### src/rtl/mcpg_pkg.sv
package mcpg_pkg;

	localparam int LEVEL_W     = 36;
	localparam int WORD_W      = 32;
	localparam int CHAN_W      = 6;
	localparam int QUEUE_DEPTH = 2;

	localparam logic [WORD_W-1:0] FOREVER = '1;

	typedef enum logic [2:0] {
		OP_TICK   = 3'd0,
		OP_SWITCH = 3'd1,
		OP_PWM    = 3'd2,
		OP_TIMING = 3'd3,
		OP_PORT   = 3'd4
	} op_t;

	typedef enum logic [1:0] {
		ST_OK       = 2'd0,
		ST_BAD_CHAN = 2'd1,
		ST_NOT_CFG  = 2'd2
	} status_t;

	typedef enum logic [2:0] {
		K_TICK,
		K_SWITCH,
		K_PWM,
		K_TIMING,
		K_PORT,
		K_NOP,
		K_BAD
	} kind_t;

	typedef enum logic [1:0] {
		BK_IDLE,
		BK_TICK,
		BK_RMW,
		BK_DONE
	} bk_state_t;

	typedef struct packed {
		logic [2:0]        opcode;
		logic [CHAN_W-1:0] channel;
		logic [WORD_W-1:0] repeat_count;
		logic              pwm_on;
		logic [WORD_W-1:0] mark_ms;
		logic [WORD_W-1:0] space_ms;
		logic              enable_flag;
		logic              invert_flag;
	} cmd_t;

	typedef struct packed {
		logic [LEVEL_W-1:0] drive_levels;
		logic [LEVEL_W-1:0] override_mask;
		logic [1:0]         status;
	} rsp_t;

	typedef struct packed {
		kind_t             kind;
		logic [CHAN_W-1:0] chan;
		logic [WORD_W-1:0] count;
		logic              pwm_on;
		logic [WORD_W-1:0] mark;
		logic [WORD_W-1:0] space;
		logic              en;
		logic              inv;
	} job_t;

endpackage

### src/rtl/mcpg_queue.sv
module mcpg_queue import mcpg_pkg::*; (
	input  logic clk,
	input  logic arst_n,
	input  logic push,
	input  job_t push_data,
	output logic full,
	input  logic pop,
	output job_t pop_data,
	output logic empty
);

	localparam int PTR_W = (QUEUE_DEPTH > 1) ? $clog2(QUEUE_DEPTH) : 1;

	job_t             entry_q [QUEUE_DEPTH];
	logic [PTR_W-1:0] wr_ptr_q;
	logic [PTR_W-1:0] rd_ptr_q;
	logic [PTR_W:0]   count_q;
	logic             do_push;
	logic             do_pop;

	assign full     = (count_q == (PTR_W+1)'(QUEUE_DEPTH));
	assign empty    = (count_q == '0);
	assign do_push  = push && !full;
	assign do_pop   = pop && !empty;
	assign pop_data = entry_q[rd_ptr_q];

	always_ff @(posedge clk) begin
		if (do_push) begin
			entry_q[wr_ptr_q] <= push_data;
		end
	end

	always_ff @(posedge clk or negedge arst_n) begin
		if (!arst_n) begin
			wr_ptr_q <= '0;
			rd_ptr_q <= '0;
			count_q  <= '0;
		end else begin
			if (do_push) begin
				wr_ptr_q <= (wr_ptr_q == PTR_W'(QUEUE_DEPTH - 1)) ? '0 : wr_ptr_q + 1'b1;
			end
			if (do_pop) begin
				rd_ptr_q <= (rd_ptr_q == PTR_W'(QUEUE_DEPTH - 1)) ? '0 : rd_ptr_q + 1'b1;
			end
			if (do_push && !do_pop) begin
				count_q <= count_q + 1'b1;
			end else if (do_pop && !do_push) begin
				count_q <= count_q - 1'b1;
			end
		end
	end

endmodule

### config.mk
export PLATFORM = sky130hd
export DESIGN_NAME = mcpg_queue
export DESIGN_NICKNAME = d
export VERILOG_FILES = /design/src/rtl/mcpg_pkg.sv /design/src/rtl/mcpg_queue.sv
export SDC_FILE = /design/constraint.sdc
export NUM_CORES = 1
export LEC_CHECK = 0
export ABC_AREA = 1
export BUFFER_PORTS_ARGS = -buffer_cell sky130_fd_sc_hd__buf_4
export CAP_MARGIN = 20
export CORE_MARGIN = 8
export CORE_UTILIZATION = 40
export CTS_BUF_LIST = sky130_fd_sc_hd__clkbuf_8
export DETAILED_ROUTE_END_ITERATION = 8
export GPL_ROUTABILITY_DRIVEN = 0
export GPL_TIMING_DRIVEN = 0
export PLACE_DENSITY = 0.69
export SLEW_MARGIN = 20
export SYNTH_ARGS = -nofsm -noshare
export SYNTH_HDL_FRONTEND = slang
export SYNTH_SLANG_ARGS = --single-unit
### constraint.sdc
create_clock -name clk -period 8.55 [get_ports clk]
set_input_delay 1.2825 -clock clk [delete_from_list [all_inputs] [get_ports clk]]
set_output_delay 1.2825 -clock clk [all_outputs]
set_load 0.02 [all_outputs]
==> results of run 1 <==
==> synthesized netlist by cell type <==
master / number
o21ai_0: 2
buf_6: 2
inv_1: 7
edfxtp_1: 216
buf_2: 10
xnor2_1: 1
dfrtp_1: 4
ha_1: 1
nand4_1: 1
buf_4: 2
clkbuf_1: 9
nor2_1: 4
inv_2: 1
nand3_1: 1
nand2_1: 333
nand3b_1: 1
==> kinds of logic (layout without fill, tap and decap cells) <==
logic type	after synthesis	after routing	synth area share
flops	220	220	0.8179
xor+xnor	1	1	0.001088
compound gates	2	2	0.001243
buf+inv	31	320	0.01880
simple gates	340	340	0.1594
fa+ha+maj	1	1	0.001554
==> power groups by stage <==
stage          Sequential (mW)  Clock, mW  Combinational [mW]
2_1_floorplan             1.57          0               0.856
3_3_place_gp              1.60          0                1.55
3_5_place_dp              1.54          0                1.62
4_1_cts                   1.52      0.836                1.63
5_1_grt                   1.54      0.876                1.73
6_report                  1.52      0.804                1.59
==> final cells by class <==
cell class	count	area share
plain buffers	23	0.01118
clock inverters	23	0.008763
inverters	8	0.003228
flip-flops and latches	220	0.6069
well taps	270	0.03113
multi-input cells	344	0.1219
clock buffers	39	0.04946
repair buffers	227	0.1674
==> sequential cells by signal, summed over array words and instances (netlist names) <==
name      flops
count_q       2
rd_ptr_q      1
entry_q     216
wr_ptr_q      1
==> critical path, delay by kind of cell (launching register included) <==
kind / cells / cell delay, ns
and+or+nand+nor: 2 / 0.22
DFF: 1 / 0.38
buffers and inverters: 3 / 0.80
==> through the flow <==
stage          setup slack (ns)  instances  cell area, um2
3_5_place_dp              5.513       1092           10220
4_1_cts                   5.253       1154           10850
3_3_place_gp            -0.8201       1086           10050
2_1_floorplan             2.093        595            8053
5_1_grt                   5.110       1154           10850
6_report                  5.363       1154           10850
==> worst max path at each step <==
stage	to	slack, ns
6_report	pop_data[44]	5.36
5_1_grt	pop_data[21]	5.11
3_3_place_gp	entry_q[1][40]	-0.82
4_1_cts	pop_data[19]	5.25
3_5_place_dp	entry_q[1][40]	5.51
2_1_floorplan	entry_q[1][0]	2.09
==> routing by layer <==
metal,wire length [um],global-route usage
met1,7324,0.1708
met4,586,0.07072
met3,1457,0.04232
met5,0,0
met2,9345,0.2425
==> flow_metrics.py, run 1 <==
metrics = {
    "run_status": {
        "status": "finished clean",
    },
    "sta": {
        "skew_ns": 0.01031,
        "fmax_mhz": 313.7,
        "max_slew_margin": 0.5889,
        "min_period_ns": 3.187,
        "setup_viol": 0,
        "hold_violations": 0,
        "final.setup.tns_ns": 0,
        "rsz0062_at_grt": "false",
        "report.final.slew_viol_count": 0,
        "worst_hold_slack_ns": 0.4912,
        "worstMarginPinSlew_ns": 0.6152,
        "finalCritPeriodShare": 0.3728,
    },
    "synthesis": {
        "ys_seq_area_frac": 0.8179,
        "ys_ff_latch": 220,
        "synth_top_cell_by_area": "edfxtp_1",
        "synth_top_area_share": 0.8055,
        "synth_top_cells_by_area": "edfxtp_1 81%, nand2_1 16%, dfrtp_1 1.2%",
        "synth_area_um2": 8053,
        "postSynthAreaPerCell_um2": 13.53,
        "ys.warnings.count": 0,
        "syn_nets": 708,
        "synth_cells": 595,
        "ys_types": 16,
    },
    "clock_network": {
        "htree_levels": 2,
        "cts_tree": "done",
        "cts_hold_buf": 0,
        "post_cts_resized": 0,
        "clk_pin_slew_ns": 0.06,
        "cts_inserted_buffers": 38,
        "postCtsSetupRepairBufs": 0,
        "clock_sinks": 220,
        "cts_buffer_depth": 3,
        "clk-insertion-delay-late_ns": 0.51,
        "root_buffer": "clkbuf_8",
    },
    "global_routing": {
        "grt_pass1_wl_um": 27540,
        "grt_pass1_vias": 5233,
        "gr-usage-all-layers": 0.1459,
        "overflow": 0,
        "grt_max_degree": 60,
        "antenna_found_initial": 0,
    },
    "worst_hold_path": {
        "holdPathEnd": "wr_ptr_q",
        "worstHoldPathCells": 2,
        "hp-class": "reg2reg",
        "min-delay-start": "wr_ptr_q",
    },
    "power_and_ir_drop": {
        "power_density_nw_per_um2": 360.6,
        "p_switching_mw": 1.455,
        "p_leak_nw": 4.667,
        "combPwrFrac": 0.406,
        "p_total_mw": 3.913,
        "clkPwrFrac": 0.206,
        "seqPwrFrac": 0.389,
        "swShare": 0.3718,
        "ir_drop_v": 0.0001637,
        "p_int_mw": 2.458,
    },
    "critical_path": {
        "slowest_delay_ns": 0.44,
        "critical_path.most_common_cell": "nand2_1",
        "worst_r2r_path_depth": 5,
        "crit_path_start": "rd_ptr_q",
        "cp.required_ns": 7.27,
        "path_max_fanout": 10,
        "start_kind": "register",
        "cp_cell_sequence": "inv_2 -> clkbuf_1 -> nand2_1 -> nand2_1 -> buf_4",
        "reg2reg_to": "entry_q[1][54]",
        "reg2reg_slack_ns": 6.41,
        "crit_arrival_ns": 1.90,
        "end_kind": "output port",
        "crit_slowest_cell": "clkbuf_1",
        "r2r-start": "count_q[0]",
        "crit_type": "reg2out",
    },
    "floorplan": {
        "die_x_um": 157.9,
        "die-area_um2": 24930,
        "boundaryPins": 222,
        "rows": 52,
        "die_h_um": 157.9,
        "core_area_um2": 19970,
        "start_util": 0.4032,
    },
    "final_layout": {
        "seq_area_um2": 6586,
        "final_common_cell": "nand2_1",
        "multi_input_area_um2": 1323,
        "syn2layout_area_growth_pct": 34.76,
        "fin_nets": 975,
        "final_cell_mix": "333 x nand2_1, 223 x buf_4, 216 x edfxtp_1",
        "utilization": 0.5433,
        "num_antenna_cells": 0,
        "num-fill-cells": 1685,
        "drive_above_1_share": 0.3235,
    },
    "drt": {
        "drtIter0Drc": 235,
        "drc_errors": 0,
        "finalWirelength_um": 18710,
        "avgViaCountPerCell": 4.451,
        "antenna_left": 0,
        "wl_per_cell_um": 16.22,
        "drt_first_pass_iters": 4,
        "num_vias": 5136,
    },
    "placed_design": {
        "hpwl_um": 12840,
        "port_buffers": 221,
    },
    "flow_run": {
        "drv_cap": 0,
    },
}
(Power assumes the default switching activity.)
==> run 2, diff against run 1 <==
- ABC_AREA: 1 -> 0
- clock period: 8.55 -> 3.1 ns (I/O delays scaled with it)
==> run 2 against run 1 <==
Die area decreased by 0.42%. Highest routed layer unchanged. Clock-buffer cell count increased by 2. Core utilization is 0.93 points higher. Via count down 18%. Sequential power rose to 2.8 times the previous value. Design area fell by 0.24%. Clock skew shrank 0.00082 ns.
==> flow_metrics.py, run 2 <==
metrics = {
    "run_status": {
        "status": "finished clean",
    },
    "floorplan": {
        "start_util": 0.4091,
        "die_x_um": 157.6,
        "rows": 51,
        "die_h_um": 157.6,
        "core_area_um2": 19590,
        "die-area_um2": 24820,
        "boundaryPins": 222,
    },
    "global_routing": {
        "antenna_found_initial": 0,
        "overflow": 0,
        "grt_max_degree": 52,
        "gr-usage-all-layers": 0.1355,
        "grt_pass1_wl_um": 25340,
        "grt_pass1_vias": 4730,
    },
    "final_layout": {
        "num_antenna_cells": 0,
        "fin_nets": 736,
        "reg_top3": "entry_q x216, count_q x2",
        "largest_register": "entry_q",
        "final_cell_mix": "221 x buf_4, 216 x edfxtp_1, 98 x mux2_2",
        "final_common_cell": "buf_4",
        "largest_register_ffs": 216,
        "syn2layout_area_growth_pct": 35.06,
        "drive_above_1_share": 0.6074,
    },
    "clock_network": {
        "cts_inserted_buffers": 38,
        "root_buffer": "clkbuf_8",
        "cts_buffer_depth": 3,
        "clk-insertion-delay-late_ns": 0.50,
        "htree_levels": 2,
        "clock_sinks": 220,
        "cts_tree": "done",
        "clk_pin_slew_ns": 0.06,
    },
    "sta": {
        "finalCritPeriodShare": 0.7479,
        "min_period_ns": 2.318,
        "hold_violations": 0,
        "fmax_mhz": 431.3,
        "max_slew_margin": 0.6749,
        "final.setup.tns_ns": 0,
        "rsz0062_at_grt": "false",
        "skew_ns": 0.009484,
        "setup_ws_ns": 0.7816,
        "setup_viol": 0,
        "worstMarginPinSlew_ns": 0.4865,
        "report.final.slew_viol_count": 0,
    },
    "synthesis": {
        "synth_ff_type": "edfxtp_1",
        "ys_types": 15,
        "synthArstFlopShare": 0.01818,
        "postSynthAreaPerCell_um2": 22.58,
        "synth_top_cell_by_area": "edfxtp_1",
        "ys_top_cells_by_count": "216 x edfxtp_1, 98 x mux2_2, 10 x mux2_4, 9 x buf_2, 4 x dfrtp_1",
        "syn_nets": 468,
        "synth_top_cells_by_area": "edfxtp_1 81%, mux2_2 14%, mux2_4 1.9%",
        "yosysMostFrequentCell": "edfxtp_1",
        "ys_seq_area_frac": 0.8217,
        "synth_edf_count": 216,
        "synth_cells": 355,
        "synth_area_um2": 8015,
        "ys.warnings.count": 0,
        "ys_ff_latch": 220,
        "synth_top_area_share": 0.8092,
    },
    "drt": {
        "drt_first_pass_iters": 4,
        "num_vias": 4210,
        "finalWirelength_um": 17260,
        "wl_per_cell_um": 18.93,
        "drc_errors": 0,
        "antenna_left": 0,
        "avgViaCountPerCell": 4.616,
        "drtIter0Drc": 170,
    },
    "critical_path": {
        "start_kind": "register",
        "worst_r2r_path_depth": 5,
        "path_max_fanout": 10,
        "end_kind": "output port",
        "cp.required_ns": 2.63,
        "crit_arrival_ns": 1.85,
        "crit_type": "reg2out",
    },
    "placed_design": {
        "hpwl_um": 12210,
        "place_ws_ns": 1.111,
        "port_buffers": 221,
    },
    "worst_hold_path": {
        "worstHoldPathCells": 1,
        "hp-class": "in2reg",
    },
    "flow_run": {
        "drv_cap": 0,
    },
    "power_and_ir_drop": {
        "p_leak_nw": 4.143,
        "power_density_nw_per_um2": 962.8,
        "ir_drop_v": 0.0005123,
    },
}
run 2: cell count changes after synthesis, moves of 5 or more:
cell	change
clkbuf_1	-9
inv_1	-5
mux2_2	+98
mux2_4	+10
nand2_1	-332
run 2: per-layer routing:
metal	GRT usage	share of wire
met2	0.2394	0.52
met4	0.05485	0.022
met1	0.1385	0.36
met5	0	0
met3	0.05868	0.097
run 2: path summary, 6_finish.rpt:
kind                          startpoint             end  slack [ns]
setup / recovery                rd_ptr_q     pop_data[7]        0.78
hold / removal             push_data[50]  entry_q[1][50]        0.14
setup reg to reg              count_q[0]   entry_q[0][8]        1.13
hold reg to reg               count_q[1]      count_q[1]        0.55
max in group asynchronous         arst_n      count_q[1]        2.68
min in group asynchronous         arst_n      count_q[0]        0.32
run 2: metrics by stage:
step / std cells / power [mW] / cell area [um2] / hold WS [ns] / utilization
after detailed placement: 847 / 8.313 / 10160 / 0.2666 / 0.5187
final: 912 / 10.42 / 10830 / 0.1410 / 0.5526
after global placement: 841 / 8.123 / 10010 / 0.2614 / 0.5112
after global routing: 912 / 10.94 / 10830 / 0.1014 / 0.5526
after CTS: 912 / 10.62 / 10830 / 0.09607 / 0.5526
after floorplan: 355 / 6.603 / 8024 / 0.1694 / -
run 2: area by class of cell:
cell class,count,area (um2)
repair buffers,228,1812
clock buffers,41,564.3
well taps,265,331.6
plain buffers,12,78.83
clock inverters,23,90.09
fillers,1568,8765
flip-flops and latches,220,6586
inverters,2,7.507
multi-input cells,121,1355
run 2: kinds of logic after synthesis:
kind of cell	after synthesis	synth area share
buf+inv	14	0.01077
xor+xnor	5	0.005465
flops	220	0.8217
mux	108	0.1564
compound gates	1	0.0006238
simple gates	6	0.003435
fa+ha+maj	1	0.001561
run 2: power breakdown:
| part | total (mW) | internal, mW | switching, mW |
|---|---|---|---|
| Sequential | 4.22 | 4.06 | 0.159 |
| Clock | 2.26 | 1.20 | 1.05 |
| Combinational | 3.95 | 1.81 | 2.14 |
run 2: repair_timing:
item                                    4_1_cts  5_1_grt
gates resized for setup                       0        0
endpoints found under the hold margin         4        0
endpoints found under the setup margin        0        0
buffers inserted                              0        0
hold buffers                                  1        0
run 2: worst max-delay path, stage by stage (launching register included):
cell	delay (ns)
dfrtp_1	0.34
buf_6	0.16
buf_2	0.29
mux2_2	0.38
buf_4	0.16
